===== src/sv/fmvsk_ram.sv =====
`timescale 1ns / 1ps
// ----------------------------------------------------------------------------
// fmvsk_ram
// Generic single-write, single-read RAM with registered read data.
// ----------------------------------------------------------------------------
module fmvsk_ram #(
  parameter int WIDTH = 8,
  parameter int DEPTH = 256
) (
  input  logic                                  clk,
  input  logic                                  we,
  input  logic [(DEPTH > 1 ? $clog2(DEPTH) : 1)-1:0] waddr,
  input  logic [WIDTH-1:0]                      wdata,
  input  logic [(DEPTH > 1 ? $clog2(DEPTH) : 1)-1:0] raddr,
  output logic [WIDTH-1:0]                      rdata
);

  logic [WIDTH-1:0] mem [DEPTH];
  logic [WIDTH-1:0] rdata_r;

  always_ff @(posedge clk) begin
    if (we) begin
      mem[waddr] <= wdata;
    end
    rdata_r <= mem[raddr];
  end

  assign rdata = rdata_r;

endmodule


===== config.mk =====
export PLATFORM = sky130hd
export DESIGN_NAME = fmvsk_ram
export DESIGN_NICKNAME = d
export VERILOG_FILES = /design/src/sv/fmvsk_ram.sv
export SDC_FILE = /design/constraint.sdc
export NUM_CORES = 2
export LEC_CHECK = 0
export BUFFER_PORTS_ARGS = -buffer_cell sky130_fd_sc_hd__buf_2
export CORE_MARGIN = 2
export CORE_UTILIZATION = 45
export CTS_CLUSTER_DIAMETER = 30
export CTS_CLUSTER_SIZE = 16
export DETAILED_ROUTE_END_ITERATION = 12
export HOLD_SLACK_MARGIN = 0.03
export PLACE_DENSITY = 0.6
export SYNTH_ARGS = -nofsm -noshare
export SYNTH_HDL_FRONTEND = slang
export SYNTH_SLANG_ARGS = --single-unit

===== constraint.sdc =====
create_clock -name clk -period 4.7 [get_ports clk]
set_input_delay 0.705 -clock clk [delete_from_list [all_inputs] [get_ports clk]]
set_output_delay 0.705 -clock clk [all_outputs]
set_load 0.01 [all_outputs]

==> metrics.csv <==
stage,metric,value,unit
status,status,"complete, no violations",
clock_network,Root Driver,clkbuf_16,
logic_synthesis,Synth Register Bits,2056,
placed_design,Final Wtd Congestion,0.869,
power_and_ir_drop,combinational power share,0.037,
critical_path,CP Capture Type,flip-flop,
clock_network,# H-tree levels,5,
critical_path,Bufs and invs on worst path,2,
logic_synthesis,post-synthesis async set-or-reset flop share,0,
critical_path,"Largest delay share family, worst path",simple AND/OR/NAND/NOR gates,
finish,Finished Cell Area,97000,sq um
floorplanning,die area,180000,sq um
finish,Final nets,4165,
clock_network,post-CTS resize count,0,
logic_synthesis,Ys Warns,0,
drt,vias per cell,5.96,
logic_synthesis,Syn Nets,3759,
finish,"commonest non-fill, non-tap cell in the layout",edfxtp_1,
clock_network,post-CTS setup buffers,0,
clock_network,Sink Count,2056,
placed_design,Placed Area,83000,sq um
clock_network,Post-CTS Hold Buffers,0,
sta,worst slew pin tran,1.40,ns
drt,drt total wl,208000,um
critical_path,Critical Path Slowest Stage Cell,nand4_1,
sta,unrepaired setup endpoints after global routing,false,
clock_network,CTS tree,done,
sta,count of pins over their slew limit,0,
sta,hold_ws,0.207,ns
logic_synthesis,number of synthesized flops with an enable pin,2048,
floorplanning,Die H,424,um
worst_hold_path,worst hold-check path type,in2reg,
grt,vias in the first global route,41200,
floorplanning,Die X-Extent,424,um
grt,gr usage total,0.231,
placed_design,pre-CTS setup slack,0.355,ns
power_and_ir_drop,switch share,0.209,
sta,"Hold Vio Cnt, Final",0,
sta,fmax,0.287,GHz
finish,utilization after layout,0.552,
sta,Setup WS post-layout,1.22,ns
placed_design,buffers added on ports,33,
critical_path,max incr delay on CP,1.20,ns
grt,initial antenna violation count,9,
clock_network,later-pin clock latency in the skew report,0.96,ns
sta,clk_skew,0.0691,ns
logic_synthesis,Synth area leaders,"edfxtp_1 77%, mux4_2 13%, mux2i_1 1.7%",
drt,Antenna Nets Post-Route,0,
logic_synthesis,post-synth top area cell,edfxtp_1,
sta,relative slew slack,0.0625,
power_and_ir_drop,cell-internal power,40.7,mW
drt,per-cell routed wire length,30.5,um
logic_synthesis,Yosys cell types,55,
sta,setup violators final,0,
finish,layout cells sized above 1,0.304,
finish,"commonest cells after routing, fill and taps aside","2,048 x edfxtp_1, 454 x mux4_2, 419 x clkbuf_16",
power_and_ir_drop,Design Power,51.4,mW
clock_network,CTS buffer count,416,
run,Max Cap Violations,0,
finish,count of non-filler cells in the finished layout,6803,
grt,largest net degree at the start of global routing,186,
finish,multi-input logic area,16500,sq um
finish,Area Overhead vs Synth,22.0,%
power_and_ir_drop,Sw Pwr,10.7,mW
floorplanning,initial core utilization,0.452,
power_and_ir_drop,LEAKAGE,31.2,nW
logic_synthesis,commonest register cell after synthesis,edfxtp_1,
floorplanning,# IOs,34,
drt,router iterations before antenna repair,6,
power_and_ir_drop,Sequential Power Share,0.395,
drt,routed vias,40500,
sta,crit share post-route,0.740,
finish,# fillers,13000,
critical_path,Crit Path Class,in2reg,
logic_synthesis,share of Yosys cell area claimed by the top area cell type,0.773,
drt,Initial DRC Count,4936,
power_and_ir_drop,power share of the clock group,0.568,
logic_synthesis,Mapped Area,79600,sq um
critical_path,crit-path max FO,10,
power_and_ir_drop,power per cell area,530,nW/um^2
power_and_ir_drop,Peak VDD IR,0.359,mV
logic_synthesis,register area share after synthesis,0.775,
critical_path,critical path data required time,5.25,ns
sta,crit path time final,3.48,ns
sta,Setup TNS,0,ns
logic_synthesis,post-synthesis cell count,3733,
drt,DRC violations left,0,
placed_design,hpwl dp,126000,um
critical_path,crit path launch type,input pin,
clock_network,clock-pin slew on the worst setup and hold paths,0.05,ns
floorplanning,Row Count,154,
placed_design,dpl cells,6061,
grt,GRT overflow,0,
critical_path,CP arrival,4.03,ns
finish,FF+latch area,61700,sq um
clock_network,Longest Clk Path Bufs,4,
critical_path,crit-path cells,buf_2 -> nor2b_1 -> nand4_1 -> buf_4 -> nor2_1,
floorplanning,core area,176000,sq um
logic_synthesis,Avg Inst Size Synth,21.3,sq um
grt,first-pass GRT wire length,297000,um
critical_path,Reg2Reg Setup Slack,1.88,ns
## area by class of cell
| class | count | area share |
|---|---|---|
| flip-flops and latches | 2056 | 0.636 |
| clock inverters | 282 | 0.0348 |
| clock buffers | 454 | 0.109 |
| multi-input cells | 1442 | 0.170 |
| repair buffers | 221 | 0.0196 |
| inverters | 2 | 0.0000774 |
| diodes | 6 | 0.000155 |
| well taps | 2340 | 0.0302 |
## kinds of logic (layout without fill, tap and decap cells)
| kind of cell | Yosys count | after routing | share of synthesized area |
|---|---|---|---|
| compound gates | 385 | 385 | 0.0342 |
| buf+inv | 235 | 959 | 0.0183 |
| flops | 2056 | 2056 | 0.775 |
| mux | 591 | 591 | 0.146 |
| other cells | 0 | 6 | 0 |
| simple gates | 466 | 466 | 0.0263 |
## worst reg2reg max path, cell delays in order, from the launching register on
cell	delay, ns
edfxtp_1	0.32
mux2i_1	0.09
o221ai_1	0.48
a21oi_1	0.15
o32ai_1	1.03
nor3_1	0.32
nor4_1	0.33
## per-layer routing
metal  GRT usage  vias to the layer above  wire [um]
met5           0                        -         13
met4      0.0794                        2       6480
met3      0.0515                      340      18300
met2       0.353                     1932      97400
met1       0.330                    21600      85300
li1            -                    16700          -
## registers in the layout (all words and copies together), names as in the netlist
register,cells
mem,2048
rdata,8
## final timing paths
kind,from,to,cells past startpoint
worst max-delay path,waddr[0],mem[45][4],5
worst min-delay path,wdata[5],mem[74][5],1
worst max register to register,mem[125][5],rdata[5],6
worst min register to register,mem[40][3],rdata[3],7
## synth_stat cells (10+ instances only)
cell,n
o211ai_1,10
nor2b_1,31
a221oi_1,13
nor3_1,22
edfxtp_1,2048
buf_4,27
mux4_2,454
a211oi_1,16
nor4_1,24
o22ai_1,28
mux2i_1,134
a22oi_1,133
o221ai_1,46
buf_1,22
clkbuf_1,111
buf_2,31
nand3_1,34
o21ai_0,10
buf_8,13
nand4_1,10
a21oi_1,96
nor2_1,282
nand2_1,33
buf_6,21
## power by group through the flow
stage               Clock (mW)  Combinational [mW]  Sequential (mW)
floorplan                    0               0.982             20.6
global placement             0                1.87             20.6
detailed placement           0                1.89             20.6
CTS                       29.5                1.89             20.3
global route              30.4                1.98             20.3
finish                    29.2                1.88             20.3
Note: power is estimated with default switching activity, not from simulation.
