File: config.mk
export PLATFORM = sky130hd
export DESIGN_NAME = fmvsk_hash
export DESIGN_NICKNAME = d
export VERILOG_FILES = /design/src/sv/fmvsk_pkg.sv /design/src/sv/fmvsk_hash.sv
export SDC_FILE = /design/constraint.sdc
export NUM_CORES = 1
export LEC_CHECK = 0
export BUFFER_PORTS_ARGS = -buffer_cell sky130_fd_sc_hd__buf_2
export CAP_MARGIN = 20
export CORE_ASPECT_RATIO = 1.75
export CORE_MARGIN = 2
export CORE_UTILIZATION = 51
export CTS_CLUSTER_DIAMETER = 100
export DETAILED_ROUTE_END_ITERATION = 10
export PLACE_DENSITY = 0.69
export SYNTH_ARGS = -nofsm -noshare
export SYNTH_HDL_FRONTEND = slang
export SYNTH_SLANG_ARGS = --single-unit
File: constraint.sdc
create_clock -name clk -period 7.85 [get_ports clk]
set_input_delay 0.785 -clock clk [delete_from_list [all_inputs] [get_ports clk]]
set_output_delay 0.785 -clock clk [all_outputs]
set_load 0.01 [all_outputs]
File: src/sv/fmvsk_pkg.sv
`timescale 1ns / 1ps
// ----------------------------------------------------------------------------
// fmvsk_pkg
// Types, constants and table functions shared by the key-on voice filter.
// ----------------------------------------------------------------------------
package fmvsk_pkg;

  localparam int CHANNELS = 9;

  localparam logic [31:0] FNV_BASIS = 32'd2166136261;
  localparam logic [31:0] FNV_PRIME = 32'd16777619;

  localparam logic [7:0] KEY_BIT   = 8'h20;
  localparam logic [7:0] CH_REG_LO = 8'hb0;
  localparam logic [7:0] CH_REG_HI = 8'hb8;
  localparam logic [7:0] LVL_MASK  = 8'hc0;
  localparam logic [7:0] VOICE_REG = 8'hc0;

  // Hash byte sequence: five modulator bytes, five carrier bytes, voice byte.
  localparam logic [3:0] HASH_LAST = 4'd10;
  localparam logic [3:0] LVL_STEP  = 4'd6;

  localparam logic REG_FP_COUNT = 1'b0;

  typedef struct packed {
    logic        kind;
    logic [7:0]  reg_index;
    logic [7:0]  write_value;
    logic [5:0]  slot;
    logic [31:0] fingerprint;
  } in_item_t;

  typedef struct packed {
    logic [7:0] out_index;
    logic [7:0] out_value;
    logic       muted;
  } out_item_t;

  typedef struct packed {
    logic init;
    logic step;
    logic lvl_mask;
  } hash_ctl_t;

  localparam logic KIND_WRITE = 1'b0;
  localparam logic KIND_LOAD  = 1'b1;

  function automatic logic [7:0] op_base(input logic [3:0] ch);
    logic [7:0] b;
    case (ch)
      4'd0:    b = 8'h00;
      4'd1:    b = 8'h01;
      4'd2:    b = 8'h02;
      4'd3:    b = 8'h08;
      4'd4:    b = 8'h09;
      4'd5:    b = 8'h0a;
      4'd6:    b = 8'h10;
      4'd7:    b = 8'h11;
      4'd8:    b = 8'h12;
      default: b = 8'h00;
    endcase
    return b;
  endfunction

  function automatic logic [7:0] timbre_base(input logic [2:0] k);
    logic [7:0] b;
    case (k)
      3'd0:    b = 8'h20;
      3'd1:    b = 8'h40;
      3'd2:    b = 8'h60;
      3'd3:    b = 8'h80;
      3'd4:    b = 8'he0;
      default: b = 8'h20;
    endcase
    return b;
  endfunction

  // Shadow address of hash byte k for channel ch.
  function automatic logic [7:0] hash_addr(input logic [3:0] ch, input logic [3:0] k);
    logic [7:0] m;
    logic [7:0] a;
    logic [3:0] kc;
    m  = op_base(ch);
    kc = k - 4'd5;
    if (k < 4'd5) begin
      a = timbre_base(k[2:0]) + m;
    end else if (k < HASH_LAST) begin
      a = timbre_base(kc[2:0]) + m + 8'd3;
    end else begin
      a = VOICE_REG + {4'b0, ch};
    end
    return a;
  endfunction

endpackage

File: src/sv/fmvsk_hash.sv
`timescale 1ns / 1ps
// ----------------------------------------------------------------------------
// fmvsk_hash
// FNV-1a accumulator: one byte folded in per step, one multiply per cycle while ctl.step is high.
// ----------------------------------------------------------------------------
module fmvsk_hash (
  input  logic                clk,
  input  fmvsk_pkg::hash_ctl_t ctl,
  input  logic [7:0]          data,
  output logic [31:0]         hash
);
  import fmvsk_pkg::*;

  logic [31:0] hash_r;
  logic [31:0] hash_nxt;
  logic [7:0]  byte_in;
  logic [31:0] mixed;
  logic [31:0] prod;

  // The carrier level byte only contributes its scaling bits.
  assign byte_in = ctl.lvl_mask ? (data & LVL_MASK) : data;
  assign mixed   = hash_r ^ {24'b0, byte_in};
  assign prod    = mixed * FNV_PRIME;

  always_comb begin
    hash_nxt = hash_r;
    if (ctl.init) begin
      hash_nxt = FNV_BASIS;
    end else if (ctl.step) begin
      hash_nxt = prod;
    end
  end

  always_ff @(posedge clk) begin
    hash_r <= hash_nxt;
  end

  assign hash = hash_r;

endmodule

==> results of run 1 <==
critical path, cell delays in order:
cell and delay [ns]:
buf_2 0.13, nand2b_1 0.19, xnor2_1 0.44, ha_1 0.33
ha_1 0.32, fa_1 0.45, ha_1 0.23, fa_1 0.48
ha_1 0.29, inv_1 0.05, fa_1 0.53, inv_1 0.04
ha_1 0.38, and3_1 0.20, a31oi_1 0.16, nand2_1 0.13
o31ai_4 0.29, o21ai_4 0.12, a2111oi_4 0.43, o41ai_1 0.16
xor2_1 0.16, a22o_1 0.24
kinds of logic (layout without fill, tap and decap cells):
family | after synthesis | in the layout | synth area share (%)
AND/OR/NAND/NOR | 85 | 85 | 5.95
buffers and inverters | 236 | 256 | 13.8
adder cells (fa/ha/maj) | 259 | 259 | 53.6
multiplexers | 12 | 12 | 1.70
AO/OA/AOI/OAI | 94 | 94 | 9.86
flip-flops | 32 | 32 | 9.05
XOR/XNOR | 49 | 49 | 6.06
final cells by class:
class	instances	area, um^2	share of cell area (%)
clock inverters	3	18.8	0.251
repair buffers	46	238	3.18
inverters	202	758	10.2
well taps	177	221	2.97
multi-input cells	499	5470	73.2
flip-flops and latches	32	641	8.58
clock buffers	5	125	1.68
layer usage:
layer  track usage (%)  up-vias  wire length (um)
li1                  -     2494                 -
met1              24.0     2495              5800
met2              44.6       97              8950
met3              2.03       44               366
met4              9.83        0               735
met5                 0        -                 0
worst paths after layout:
check | to | cells past startpoint
min reg2reg | hash[29]$_SDFFE_PP0P_ | 2
min | hash[29]$_SDFFE_PP0P_ | 2
max reg2reg | hash[31]$_SDFFE_PP1P_ | 21
max | hash[30]$_SDFFE_PP0P_ | 22
metrics by stage:
step | instance area (um^2) | worst slack [ns] | util, % | std cells
2_1_floorplan | 7080 | 1.87 | - | 767
3_3_place_gp | 7320 | 1.28 | 53.5 | 956
3_5_place_dp | 7320 | 1.18 | 53.5 | 956
4_1_cts | 7470 | 1.47 | 54.5 | 964
5_1_grt | 7470 | 1.17 | 54.5 | 964
6_report | 7470 | 1.49 | 54.5 | 964
synth_stat cells (3+ instances only):
cell	number	area [um^2]
inv_1	202	758
ha_1	185	2310
fa_1	74	1480
nor2_1	35	131
dfxtp_1	32	641
xnor2_1	31	272
a21oi_1	24	120
buf_4	24	180
xor2_1	18	158
nand2_1	13	48.8
mux2i_1	12	120
a21o_1	11	82.6
a211o_1	10	87.6
o21ai_0	10	50.1
nor3_1	8	40.0
clkbuf_1	7	26.3
nand2b_1	7	43.8
a211oi_1	5	37.5
a31oi_1	5	31.3
and3_1	4	25.0
o21bai_1	4	30.0
and4_1	3	26.3
buf_1	3	11.3
o21ai_1	3	15.0
or2_2	3	18.8
cells in the final DEF, fill, tap and decap left out, types with 5 or more instances in the layout:
master / synthesis / routed
a21oi_1: 24 / 24
a211o_1: 10 / 10
buf_2: 0 / 43
xor2_1: 18 / 18
nor2_1: 35 / 35
a211oi_1: 5 / 5
xnor2_1: 31 / 31
dfxtp_1: 32 / 32
o21ai_0: 10 / 10
fa_1: 74 / 74
clkbuf_16: 0 / 5
a31oi_1: 5 / 5
nand2_1: 13 / 13
a21o_1: 11 / 11
inv_1: 202 / 202
mux2i_1: 12 / 12
nor3_1: 8 / 8
nand2b_1: 7 / 7
ha_1: 185 / 185
==> results.cfg, run 1 <==
[run_status]
outcome = finished clean

[routing]
vias_per_cell = 5.32
vias = 5130
finalWirelength_mm = 15.9
drt_iter0_markers = 120
final_antenna_net_count = 0
drtPass1Iterations = 4
wire_per_inst_um = 16.4
drt_drc_violations_left = 0

[final_layout]
fin_nets = 1057
drive_gt1_share_pct = 8.51
largest_reg_flops = 32
area_growth_pct = 5.44
diodes = 0
fill_cells = 1356

[synth]
yosysSeqAreaShare_pct = 9.05
yosysWarnings = 0
syn_nets = 1038
async_flop_share_pct = 0
synth.distinct_cells = 51
synth_edf_count = 0
syn_area_um2 = 7080
synth_flop_cell = dfxtp_1
ys_seq_elements = 32
avgSynthCellArea_um2 = 9.23
synth_cells = 767

[place]
portBuffers = 43
globalplace.congestion = 0.853
place_hpwl_mm = 13.6

[sta]
rsz0062_at_grt = no
clock_skew_ns = 0.00732
worstMarginPinSlew_ns = 0.862
period_share_pct = 81.0
relSlewSlack_pct = 42.5
holdWs_ns = 0.504
tns_ns = 0
drv_slew = 0
fin_crit_ns = 6.36
final-setup-viol-count = 0
finalHoldViolations = 0
max_freq_mhz = 157

[floorplan]
die-width_um = 93.1
num_io_pins = 44
die_h_um = 160
rows = 57
start_util_pct = 51.7
die_area_um2 = 14900
core-area_um2 = 13700

[global_route]
grt_pass1_vias = 5320
overflow = 0
grt_max_degree = 33
grt_pass1_wl_mm = 26.3
antenna_found_initial = 0
grt_util_all_layers_pct = 22.8

[cts]
hold_buffers = 0
cts_max_path_buffers = 2
clkSlewWorstSetupHoldPaths_ns = 0.06
post-cts-setup-buffer-count = 0
h-tree-depth = 2
cts-root-buf = clkbuf_16
cts_buffers = 5
cts_resized = 0
clkLatencyLatePin_ns = 0.29
cts_tree = built
clock-sinks = 32

[hold_path]
min_path_type = flip-flop to flip-flop
hp-start = hash[29]$_SDFFE_PP0P_

[worst_setup_path]
crit_arrival_ns = 6.54
cp-start-kind = input pin
cp-startpoint = ctl[0]
required_ns = 8.03
r2r-start = hash[17]$_SDFFE_PP0P_
crit_fanout = 7
cp-end-kind = flip-flop
path_class = input pin to flip-flop
r2r_setup_slack_ns = 1.93

[job]
cap_violations = 0
Power of run 1 is left out: the tool's default activity adds up to more than one toggle a clock period on the data nets, which glitch-free logic cannot reach.
==> inputs of run 2 (changes only) <==
Clock period 7.85 ns to 6.2 ns, I/O delays scaled along.
==> results.cfg, run 2 (synthesis results as in run 1) <==
[run_status]
outcome = finished clean

[global_route]
overflow = 0
antenna_found_initial = 0
grt_pass1_wl_mm = 28.0
grt_pass1_vias = 5698
grt_max_degree = 33
grt_util_all_layers_pct = 24.2

[worst_setup_path]
critPathSlowestCell = fa_1
cp-start-kind = input pin
required_ns = 6.36
crit_chain = buf_2 > nand2b_1 > xnor2_1 > ha_1 > ha_1 > fa_1 > ha_1 > fa_1 > ha_1 > inv_1 > fa_1 > inv_1 > ha_1 > a21oi_1 > nand2_1 > a221o_1 > a32oi_2 > a31oi_1 > o21ai_2 > a21boi_1 > and4_1 > or4_1
crit_fanout = 7
cp-end-kind = flip-flop
crit_top_cell = ha_1
slowest_delay_ns = 0.47
ff2ff_path_depth = 22
crit_arrival_ns = 6.11
path_class = input pin to flip-flop

[sta]
holdWs_ns = 0.525
worstMarginPinSlew_ns = 0.916
final-setup-viol-count = 0
rsz0062_at_grt = no
tns_ns = 0
period_share_pct = 96.0
fin_crit_ns = 5.95
clock_skew_ns = 0.00885
drv_slew = 0
finalHoldViolations = 0
relSlewSlack_pct = 38.8
max_freq_mhz = 168

[routing]
drt_iter0_markers = 177
vias = 5266
drt_drc_violations_left = 0
drtPass1Iterations = 4
finalWirelength_mm = 16.9
wire_per_inst_um = 16.9
vias_per_cell = 5.29
final_antenna_net_count = 0

[final_layout]
drive_gt1_share_pct = 11.9
final_cell_mix = inv_1, ha_1, fa_1
diodes = 0
largest_reg_flops = 32
area_growth_pct = 9.01
final_common_cell = inv_1
fill_cells = 1301
fin_nets = 1088

[place]
portBuffers = 43
place_hpwl_mm = 14.6
globalplace.congestion = 0.939

[floorplan]
die-width_um = 93.1
die_h_um = 160
start_util_pct = 51.7
num_io_pins = 44
die_area_um2 = 14900
rows = 57
core-area_um2 = 13700

[cts]
h-tree-depth = 2
cts_tree = built
cts_resized = 0
cts_max_path_buffers = 2
clkSlewWorstSetupHoldPaths_ns = 0.06
clock-sinks = 32
hold_buffers = 0
post-cts-setup-buffer-count = 0
cts-root-buf = clkbuf_16
clkLatencyLatePin_ns = 0.29
cts_buffers = 5

[hold_path]
min_path_cells = 2
min_path_type = flip-flop to flip-flop

[job]
cap_violations = 0
run 2: path summary, 6_finish.rpt:
| kind | from | endpoint | slack, ns |
|---|---|---|---|
| worst min-delay path | hash[29]$_SDFFE_PP0P_ | hash[29]$_SDFFE_PP0P_ | 0.53 |
| worst max register to register | hash[16]$_SDFFE_PP0P_ | hash[31]$_SDFFE_PP1P_ | 0.44 |
| worst min register to register | hash[29]$_SDFFE_PP0P_ | hash[29]$_SDFFE_PP0P_ | 0.53 |
| worst max-delay path | ctl[0] | hash[31]$_SDFFE_PP1P_ | 0.25 |
run 2: final cells by class:
type / instances / area [um^2] / share of cell area, %
clock inverters: 2 / 35.0 / 0.454
flip-flops and latches: 32 / 641 / 8.30
clock buffers: 6 / 129 / 1.67
repair buffers: 77 / 470 / 6.09
multi-input cells: 499 / 5470 / 70.8
well taps: 177 / 221 / 2.87
inverters: 202 / 758 / 9.82
run 2: worst max-delay path, delay by kind of cell:
family / cells / cell delay, ns
buffers and inverters: 3 / 0.21
xor gates and xnor gates: 1 / 0.40
and+or+nand+nor: 4 / 0.90
AOI/OAI and AO/OA: 6 / 1.19
adders and majority gates: 8 / 2.75
run 2: metal layers:
| layer | up-vias | part of all wire (%) | track usage, % |
|---|---|---|---|
| li1 | 2548 | - | - |
| met1 | 2585 | 36 | 25.7 |
| met2 | 85 | 57 | 46.8 |
| met3 | 48 | 1.6 | 2.03 |
| met4 | 0 | 5.0 | 11.2 |
| met5 | - | 0 | 0 |
run 2: through the flow:
step | area [um^2] | cells | util [%] | worst slack, ns
detailed placement | 7560 | 987 | 55.2 | 0.00448
global placement | 7560 | 987 | 55.2 | 0.0764
global route | 7720 | 995 | 56.4 | 0.0118
finish | 7720 | 995 | 56.4 | 0.248
CTS | 7720 | 995 | 56.4 | 0.284
floorplan | 7080 | 767 | - | 0.389
Power of run 2 is left out for the same reason.
==> inputs of run 3 (changes only) <==
Settings changed: BUFFER_PORTS_ARGS -buffer_cell sky130_fd_sc_hd__buf_2 to default, DONT_BUFFER_PORTS from default to 1, PLACE_DENSITY 0.69 to 0.66.
==> results.cfg, run 3 (synthesis results as in run 1) <==
[run_status]
outcome = finished clean

[routing]
finalWirelength_mm = 16.9
drtPass1Iterations = 4
final_antenna_net_count = 0
wire_per_inst_um = 17.9
vias = 5094
vias_per_cell = 5.39
drt_drc_violations_left = 0
drt_iter0_markers = 157

[place]
place_hpwl_mm = 14.9
portBuffers = 0
globalplace.congestion = 0.887

[cts]
post-cts-setup-buffer-count = 0
cts_resized = 0
hold_buffers = 0
h-tree-depth = 2
clkSlewWorstSetupHoldPaths_ns = 0.06
cts_tree = built
clock-sinks = 32
cts_max_path_buffers = 2
cts-root-buf = clkbuf_16
cts_buffers = 5
clkLatencyLatePin_ns = 0.28

[sta]
fin_crit_ns = 5.90
relSlewSlack_pct = 38.9
rsz0062_at_grt = no
worstMarginPinSlew_ns = 0.916
max_freq_mhz = 170
drv_slew = 0
clock_skew_ns = 0.0101
finalHoldViolations = 0
final-setup-viol-count = 0
period_share_pct = 95.1
tns_ns = 0

[global_route]
antenna_found_initial = 0
overflow = 0
grt_max_degree = 33
grt_util_all_layers_pct = 24.2
grt_pass1_vias = 5635
grt_pass1_wl_mm = 27.8

[worst_setup_path]
crit_chain = xor2_2 > ha_1 > ha_1 > fa_1 > ha_1 > fa_1 > ha_1 > inv_1 > fa_1 > inv_1 > ha_1 > and4_1 > a221o_1 > a32oi_2 > a31oi_1 > o21ai_2 > a21boi_1 > and4_1 > or4_1
ff2ff_path_depth = 19
required_ns = 6.34
cp_num_cells = 19
path_class = flip-flop to flip-flop
cp-end-kind = flip-flop
crit_arrival_ns = 6.04
cp-start-kind = flip-flop
crit_fanout = 7
cp_top_family = adder cells
cp-startpoint = hash[6]$_SDFFE_PP1P_
crit_top_cell = ha_1
r2r-start = hash[6]$_SDFFE_PP1P_
worst-path-buf-inv = 2
slowest_delay_ns = 0.48
critPathSlowestCell = fa_1

[final_layout]
drive_gt1_share_pct = 6.38
diodes = 0
area_growth_pct = 5.07
final_common_cell = inv_1
largest_reg_flops = 32
multi_input_area_um2 = 5470
final_cell_mix = inv_1, ha_1, fa_1
fin_nets = 1039
regArea_um2 = 641
fill_cells = 1327

[floorplan]
die_area_um2 = 14900
rows = 57
die_h_um = 160
num_io_pins = 44
die-width_um = 93.1
start_util_pct = 51.7
core-area_um2 = 13700

[hold_path]
min_path_cells = 1
hp-start = ctl[2]
min_path_type = input pin to flip-flop

[job]
cap_violations = 0
==> run 3: worst paths after layout <==
path | endpoint | slack, ns
setup reg to reg | hash[31]$_SDFFE_PP1P_ | 0.30
setup / recovery | hash[31]$_SDFFE_PP1P_ | 0.30
hold reg to reg | hash[29]$_SDFFE_PP0P_ | 0.56
hold / removal | hash[22]$_SDFFE_PP0P_ | 0.41
==> run 3: layout make-up <==
| class | instances | share of cell area [%] |
|---|---|---|
| Clock buffer | 5 | 1.68 |
| Clock inverter | 2 | 0.168 |
| Inverter | 202 | 10.2 |
| Multi-Input combinational cell | 499 | 73.5 |
| Sequential cell | 32 | 8.61 |
| Tap cell | 177 | 2.98 |
| Timing Repair Buffer | 28 | 2.82 |
==> run 3: through the flow <==
step	hold slack, ns	worst slack [ns]	std cells	utilization, %	area [um^2]
global placement	0.547	0.0885	938	53.3	7300
detailed placement	0.560	-0.0537	938	53.3	7300
floorplan	0.475	0.389	767	-	7080
global route	0.400	0.0191	945	54.3	7440
finish	0.408	0.305	945	54.3	7440
CTS	0.402	0.104	945	54.3	7430
==> run 3: routing by layer <==
metal / part of all wire [%] / global-route usage (%) / routed length (um)
met1: 34 / 24.4 / 5790
met5: 0 / 0 / 0
met4: 6.1 / 12.9 / 1030
met2: 57 / 47.1 / 9590
met3: 3.1 / 2.22 / 521
==> run 3: worst register-to-register path: stages (launching register included) <==
cell and delay, ns:
dfxtp_1 0.47, xor2_2 0.36, ha_1 0.31, ha_1 0.31, fa_1 0.44, ha_1 0.24, fa_1 0.45, ha_1 0.28
inv_1 0.04, fa_1 0.48, inv_1 0.04, ha_1 0.38, and4_1 0.28, a221o_1 0.34, a32oi_2 0.27, a31oi_1 0.15
o21ai_2 0.16, a21boi_1 0.10, and4_1 0.19, or4_1 0.48
Power of run 3 is left out for the same reason.
